$ cat src/rtl/smaq_pkg.sv
package smaq_pkg;

	localparam int unsigned SleepW = 24;
	localparam int unsigned CntW = 16;

	typedef enum logic [1:0] {
		REG_LED_ON_TICKS      = 2'd0,
		REG_LED_OFF_TICKS     = 2'd1,
		REG_SMOKE_HOLD_MS     = 2'd2,
		REG_MOTION_HOLDOFF_MS = 2'd3
	} reg_idx_t;

	localparam logic [CntW-1:0] LED_ON_RESET = 16'd0;
	localparam logic [CntW-1:0] LED_OFF_RESET = 16'd1000;
	localparam logic [CntW-1:0] SMOKE_HOLD_RESET = 16'd1000;
	localparam logic [CntW-1:0] MOTION_HOLDOFF_RESET = 16'd200;

	localparam logic CMD_TICK = 1'b0;
	localparam logic CMD_LOAD = 1'b1;

	typedef struct packed {
		logic              cmd;
		logic              alarm_pin;
		logic              motion_pin;
		logic [SleepW-1:0] sleep_ms;
	} in_t;

	typedef struct packed {
		logic smoke_on_event;
		logic smoke_off_event;
		logic motion_event;
		logic smoke_active;
		logic led_level;
	} out_t;

	typedef struct packed {
		logic [CntW-1:0] led_on_ticks;
		logic [CntW-1:0] led_off_ticks;
		logic [CntW-1:0] smoke_hold_ms;
		logic [CntW-1:0] motion_holdoff_ms;
	} cfg_t;

endpackage

$ cat src/rtl/smaq_cfg.sv
module smaq_cfg (
	input  logic                       clk,
	input  logic                       arst_n,
	input  logic                       cfg_we,
	input  logic [1:0]                 cfg_index,
	input  logic [smaq_pkg::CntW-1:0]  cfg_data,
	output smaq_pkg::cfg_t             cfg
);

	smaq_pkg::cfg_t cfg_q;

	always_ff @(posedge clk or negedge arst_n) begin
		if (!arst_n) begin
			cfg_q.led_on_ticks <= smaq_pkg::LED_ON_RESET;
			cfg_q.led_off_ticks <= smaq_pkg::LED_OFF_RESET;
			cfg_q.smoke_hold_ms <= smaq_pkg::SMOKE_HOLD_RESET;
			cfg_q.motion_holdoff_ms <= smaq_pkg::MOTION_HOLDOFF_RESET;
		end else if (cfg_we) begin
			unique case (smaq_pkg::reg_idx_t'(cfg_index))
				smaq_pkg::REG_LED_ON_TICKS:      cfg_q.led_on_ticks <= cfg_data;
				smaq_pkg::REG_LED_OFF_TICKS:     cfg_q.led_off_ticks <= cfg_data;
				smaq_pkg::REG_SMOKE_HOLD_MS:     cfg_q.smoke_hold_ms <= cfg_data;
				smaq_pkg::REG_MOTION_HOLDOFF_MS: cfg_q.motion_holdoff_ms <= cfg_data;
				default: ;
			endcase
		end
	end

	assign cfg = cfg_q;

endmodule

$ cat src/rtl/smaq_core.sv
module smaq_core #(
	parameter int unsigned TICK_MS = 50
) (
	input  logic           clk,
	input  logic           arst_n,
	input  logic           fire,
	input  smaq_pkg::in_t  item,
	input  smaq_pkg::cfg_t cfg,
	output smaq_pkg::out_t result
);

	localparam logic [smaq_pkg::SleepW-1:0] TickSleep = smaq_pkg::SleepW'(TICK_MS);
	localparam logic [smaq_pkg::CntW-1:0] TickCnt = smaq_pkg::CntW'(TICK_MS);
	localparam logic [smaq_pkg::CntW-1:0] CntMax = '1;

	logic                        smoke_q;
	logic                        led_q;
	logic [smaq_pkg::SleepW-1:0] sleep_q;
	logic [smaq_pkg::CntW-1:0]   hold_q;
	logic [smaq_pkg::CntW-1:0]   mot_q;
	logic [smaq_pkg::CntW-1:0]   blink_q;

	logic                        smoke_d;
	logic                        led_d;
	logic [smaq_pkg::SleepW-1:0] sleep_d;
	logic [smaq_pkg::CntW-1:0]   hold_d;
	logic [smaq_pkg::CntW-1:0]   mot_d;
	logic [smaq_pkg::CntW-1:0]   blink_d;

	logic                        smoke_now;
	logic [smaq_pkg::SleepW-1:0] sleep_dn;
	logic [smaq_pkg::CntW-1:0]   hold_dn;
	logic [smaq_pkg::CntW-1:0]   mot_dn;
	logic [smaq_pkg::CntW-1:0]   blink_inc;
	logic [smaq_pkg::CntW-1:0]   limit;
	logic                        on_ev;
	logic                        off_ev;
	logic                        mot_ev;

	always_comb begin
		smoke_now = !item.alarm_pin;
		sleep_dn = (sleep_q > TickSleep) ? sleep_q - TickSleep : '0;
		hold_dn = (hold_q > TickCnt) ? hold_q - TickCnt : '0;
		mot_dn = (mot_q > TickCnt) ? mot_q - TickCnt : '0;
		blink_inc = (blink_q != CntMax) ? blink_q + 16'd1 : blink_q;
		limit = led_q ? cfg.led_on_ticks : cfg.led_off_ticks;

		smoke_d = smoke_q;
		led_d = led_q;
		sleep_d = sleep_q;
		hold_d = hold_q;
		mot_d = mot_q;
		blink_d = blink_q;
		on_ev = 1'b0;
		off_ev = 1'b0;
		mot_ev = 1'b0;

		if (item.cmd == smaq_pkg::CMD_LOAD) begin
			sleep_d = item.sleep_ms;
		end else begin
			sleep_d = sleep_dn;
			hold_d = smoke_now ? cfg.smoke_hold_ms : hold_dn;
			if (smoke_q) begin
				if (sleep_dn != '0 || hold_d == '0) begin
					smoke_d = 1'b0;
					off_ev = 1'b1;
				end
			end else if (smoke_now && sleep_dn == '0) begin
				smoke_d = 1'b1;
				on_ev = 1'b1;
			end
			mot_ev = item.motion_pin && mot_dn == '0;
			mot_d = mot_ev ? cfg.motion_holdoff_ms : mot_dn;
			if (blink_inc >= limit) begin
				led_d = !led_q;
				blink_d = '0;
			end else begin
				blink_d = blink_inc;
			end
		end

		result.smoke_on_event = on_ev;
		result.smoke_off_event = off_ev;
		result.motion_event = mot_ev;
		result.smoke_active = smoke_d;
		result.led_level = led_d;
	end

	always_ff @(posedge clk or negedge arst_n) begin
		if (!arst_n) begin
			smoke_q <= 1'b0;
			led_q <= 1'b0;
			sleep_q <= '0;
			hold_q <= '0;
			mot_q <= '0;
			blink_q <= '0;
		end else if (fire) begin
			smoke_q <= smoke_d;
			led_q <= led_d;
			sleep_q <= sleep_d;
			hold_q <= hold_d;
			mot_q <= mot_d;
			blink_q <= blink_d;
		end
	end

endmodule

$ cat src/rtl/smoke_motion_alarm_qualifier.sv
// Smoke/motion qualifier with LED blinker. Each transfer is registered, evaluated against the
// block state once the result register is free or being drained, and written to the result
// register, so one item is taken per cycle while out_stall does not hold the result register.
// The input register and the result register lie around the single evaluation stage. in_stall
// rises only while the input register is full and the result register is held by out_stall.
// Configuration writes take effect at the next edge and belong to idle periods.
module smoke_motion_alarm_qualifier #(
	parameter int unsigned TICK_MS = 50
) (
	input  logic                      clk,
	input  logic                      arst_n,
	input  logic                      in_valid,
	output logic                      in_stall,
	input  smaq_pkg::in_t             in_data,
	output logic                      out_valid,
	input  logic                      out_stall,
	output smaq_pkg::out_t            out_data,
	input  logic                      cfg_we,
	input  logic [1:0]                cfg_index,
	input  logic [smaq_pkg::CntW-1:0] cfg_data
);

	logic           valid_s1;
	smaq_pkg::in_t  data_s1;
	logic           valid_s2;
	smaq_pkg::out_t data_s2;
	logic           adv;
	smaq_pkg::cfg_t cfg;
	smaq_pkg::out_t result;

	assign adv = valid_s1 && (!valid_s2 || !out_stall);
	assign in_stall = valid_s1 && !adv;

	smaq_cfg u_cfg (
		.clk       (clk),
		.arst_n    (arst_n),
		.cfg_we    (cfg_we),
		.cfg_index (cfg_index),
		.cfg_data  (cfg_data),
		.cfg       (cfg)
	);

	smaq_core #(
		.TICK_MS (TICK_MS)
	) u_core (
		.clk    (clk),
		.arst_n (arst_n),
		.fire   (adv),
		.item   (data_s1),
		.cfg    (cfg),
		.result (result)
	);

	always_ff @(posedge clk or negedge arst_n) begin
		if (!arst_n) begin
			valid_s1 <= 1'b0;
			valid_s2 <= 1'b0;
		end else begin
			if (!in_stall) valid_s1 <= in_valid;
			if (adv) valid_s2 <= 1'b1;
			else if (!out_stall) valid_s2 <= 1'b0;
		end
	end

	always_ff @(posedge clk) begin
		if (in_valid && !in_stall) data_s1 <= in_data;
		if (adv) data_s2 <= result;
	end

	assign out_valid = valid_s2;
	assign out_data = data_s2;

endmodule

$ cat config.mk
export PLATFORM = sky130hd
export DESIGN_NAME = smoke_motion_alarm_qualifier
export DESIGN_NICKNAME = d
export VERILOG_FILES = /design/src/rtl/smaq_pkg.sv /design/src/rtl/smaq_cfg.sv /design/src/rtl/smaq_core.sv /design/src/rtl/smoke_motion_alarm_qualifier.sv
export SDC_FILE = /design/constraint.sdc
export NUM_CORES = 1
export LEC_CHECK = 0
export ABC_AREA = 1
export BUFFER_PORTS_ARGS = -buffer_cell sky130_fd_sc_hd__buf_4
export CORE_MARGIN = 5
export CORE_UTILIZATION = 29
export DETAILED_ROUTE_END_ITERATION = 10
export SYNTH_ARGS = -nofsm -noshare
export SYNTH_HDL_FRONTEND = slang
export SYNTH_SLANG_ARGS = --single-unit
$ cat constraint.sdc
create_clock -name clk -period 8.9 [get_ports clk]
set_clock_uncertainty 0.15 [all_clocks]
set_input_delay 1.335 -clock clk [delete_from_list [all_inputs] [get_ports clk]]
set_output_delay 1.335 -clock clk [all_outputs]
set_load 0.005 [all_outputs]
==> qor.txt <==
Largest family of logic cells by synthesized area: simple AND/OR/NAND/NOR gates
Part of the power in registers: 0.376
Net switching power: 1330 uW
Initial Util: 0.295
Post-Route Setup TNS: 0 ns
Compound-gate portion of the synthesized area: 0.108
Vias in the first global route: 7915
Max VDD drop: 0.000173 V
Library cells used by synthesis: 42
Area of the multi-input gates: 0.00435 mm2
DRC violations left: 0
Worst Hold End: u_core.sleep_q[23]
Via density: 4.75
Post-synthesis xor/xnor area fraction: 0.0173
Crit Path Class: register to register
Simple-Gate Fraction of Synth Area: 0.285
Register area share after synthesis: 0.466
WHS Path Cells: 2
Post_cts resized: 0
RSZ-0062 raised after global routing: false
DP Wirelength: 17700 um
Wirelength per Cell: 14.1 um
Clock sinks: 172
Tmin final: 3.64 ns
Post-Syn Nets: 1338
Mean Syn Cell Area: 7.59 um2
Max Fclk: 274 MHz
RD Place Congestion: 0.872
Antenna diode count: 0
IO Count: 57
Worst EP arrival: 3.76 ns
1st-iter DRT viols: 549
Max Buffers Root-to-Sink: 2
Adder-cell share of the synthesized area: 0.0260
Area growth syn-to-layout: 14.4%
Hold path start: data_s1[23]
FF/Latch Area: 0.00448 mm2
Port bufs: 56
Critical R2R Capture: u_core.led_q
Pre-Repair DR Iteration Count: 5
Switching share of power: 0.419
Leak Pwr: 0.00531 uW
Clock-pin slew on the worst setup and hold paths: 0.07 ns
Rel. slew slack: 0.238
Crit Reg-Reg Startpoint: u_core.blink_q[0]
CP required: 9.02 ns
R2r worst-path depth: 22
Std-Cell Rows: 66
Die Wd: 192 um
Share of cells above drive strength 1: 0.0950
Final number of hold-violating endpoints: 0
Final Max Slew Viols: 0
Yosys warns: 0
Post-Syn Instances: 1268
Die ar.: 0.0369 mm2
CTS Buf Count: 17
Reg2reg setup slack: 5.26 ns
Ys flop type: dfrtp_1
CTS tree: yes
Setup Viol. Count Final: 0
GR Util All Layers: 0.138
Async SR Flop Fraction: 0.814
Post-synth EDFFs: 32
Worst Max-Slew Pin Slew: 1.14 ns
Layout Nets: 1373
Synth Register Bits: 172
Mux share of post-synthesis cell area: 0.0156
CTS root buf: clkbuf_16
Worst min-delay path class: register to register
Antenna violations before repair: 0
# Max-Cap Violations: 0
Clock power frac: 0.228
Final period util: 0.410
Fill count: 3458
Crit. End Element: register
CTS H-tree lvls: 4
Startpoint types: register
GRT overflow: 0
Chip Height: 192 um
Int Pwr: 1850 uW
Pwr per Cell Area: 289 mW/mm2
Via count: 8344
Clock latency at the later pin of the worst-skew pair: 0.44 ns
Core area: 0.0326 mm2
Post-CTS Setup Inserts: 0
Crit path max fanout: 5
Synthesized cell area: 0.00963 mm2
Largest net degree at the start of global routing: 72
Hold Slack: 0.320 ns
Antenna viol nets, final: 0
Comb power frac: 0.396
Routed wire length: 24800 um
Hold Buf Count CTS: 0
Status: completed
First-pass GRT wire length: 41000 um
Worst setup path start: u_core.blink_q[0]
## sequential cells by signal, summed over array words and instances, names as in the netlist, 5 cells and up
register	flops
u_cfg.cfg	64
data_s1	27
u_core.sleep_q	24
u_core.blink_q	16
u_core.hold_q	16
u_core.mot_q	16
out_data	5
## cell type report
type                       instances  area share
tap                              442      0.0502
timing repair buffer              60      0.0413
multi-input combinational        893       0.396
clock buffer                      22      0.0451
sequential                       172       0.407
clock inverter                    10     0.00648
inverter                         159      0.0542
## worst max-delay path, cell delays in order, from the launching register on
cell,delay [ns]
dfrtp_1,0.41
ha_1,0.19
nand2_1,0.08
inv_1,0.05
nand2_1,0.08
nor2_1,0.14
nand2_1,0.12
nor3_1,0.19
xor2_1,0.19
inv_1,0.05
nor2_1,0.16
inv_1,0.07
ha_1,0.27
nand2_1,0.06
inv_1,0.05
nand3_1,0.08
nor3_1,0.26
nand3_1,0.16
nand3_1,0.24
nand2_1,0.10
xor2_1,0.19
nand2_1,0.07
o21ai_0,0.11
## layout by cell type, fill, tap and decap left out, types with 2 or more instances in the layout
master / n
a21boi_0: 2
a21oi_1: 28
a221oi_1: 3
a22oi_1: 2
buf_4: 59
clkbuf_1: 2
clkbuf_16: 19
clkinv_2: 2
dfrtp_1: 125
dfstp_2: 15
edfxtp_1: 32
ha_1: 20
inv_1: 154
inv_2: 4
inv_4: 4
inv_6: 2
mux2i_1: 15
nand2_1: 385
nand2_2: 2
nand3_1: 92
nand3_4: 2
nand4_1: 30
nor2_1: 109
nor2_2: 4
nor2_4: 5
nor3_1: 14
nor4_1: 2
o211ai_1: 8
o21ai_0: 124
o22ai_1: 17
xnor2_1: 2
xor2_1: 17
## synthesized netlist by cell type (2+ instances only)
cell type  number  share of area
nand2_1       385           0.15
inv_1         154          0.060
dfrtp_1       125           0.32
o21ai_0       124          0.064
nor2_1        110          0.043
nand3_1        92          0.048
edfxtp_1       32           0.10
nand4_1        30          0.019
a21oi_1        28          0.015
clkbuf_1       28          0.011
ha_1           20          0.026
o22ai_1        17          0.011
xor2_1         17          0.015
dfstp_2        15          0.041
mux2i_1        15          0.016
nor3_1         14         0.0073
o211ai_1        8         0.0062
buf_2           6         0.0031
buf_1           5         0.0020
inv_2           4         0.0016
nor2_2          4         0.0026
nor2_4          4         0.0047
a221oi_1        3         0.0027
buf_4           3         0.0023
a21boi_0        2         0.0016
a22oi_1         2         0.0016
buf_6           2         0.0023
nand2_2         2         0.0013
nand3_4         2         0.0036
nor4_1          2         0.0013
xnor2_1         2         0.0018
## worst max path at each step
stage | endpoint | slack, ns
after floorplan | in_stall | 5.88
after global placement | u_core.blink_q[10] | 5.19
after detailed placement | u_core.blink_q[0] | 5.09
after CTS | u_core.led_q | 5.31
after global routing | u_core.blink_q[0] | 4.84
final | u_core.led_q | 5.26
## power groups by stage
stage                     clock network (uW)  logic (uW)  registers [uW]
after floorplan                            0         997            1140
after global placement                     0        1230            1200
after detailed placement                   0        1250            1210
after CTS                                745        1260            1190
after global routing                     779        1450            1220
final                                    727        1260            1200
## metrics by stage
step	util	area [um2]	cells	worst slack [ns]	power (uW)
6_report	0.338	11000	1758	5.26	3190
3_5_place_dp	0.320	10400	1726	5.09	2460
5_1_grt	0.338	11000	1758	4.84	3460
3_3_place_gp	0.320	10400	1726	5.19	2430
4_1_cts	0.338	11000	1758	5.31	3200
2_1_floorplan	-	9630	1268	5.88	2140
## routing by layer
metal / part of all wire / GRT usage / vias up
met3: 0.043 / 0.0256 / 20
li1: - / - / 4191
met2: 0.45 / 0.218 / 196
met5: 0 / 0 / -
met1: 0.49 / 0.195 / 3937
met4: 0.015 / 0.0406 / 0
## logic make-up (layout without fill, tap and decap cells)
| logic type | Yosys count | in the layout |
|---|---|---|
| simple gates | 649 | 649 |
| buf+inv | 203 | 251 |
| flops | 172 | 172 |
| xor+xnor | 19 | 19 |
| fa+ha+maj | 20 | 20 |
| compound gates | 190 | 190 |
| mux | 15 | 15 |
(Power assumes the default switching activity.)
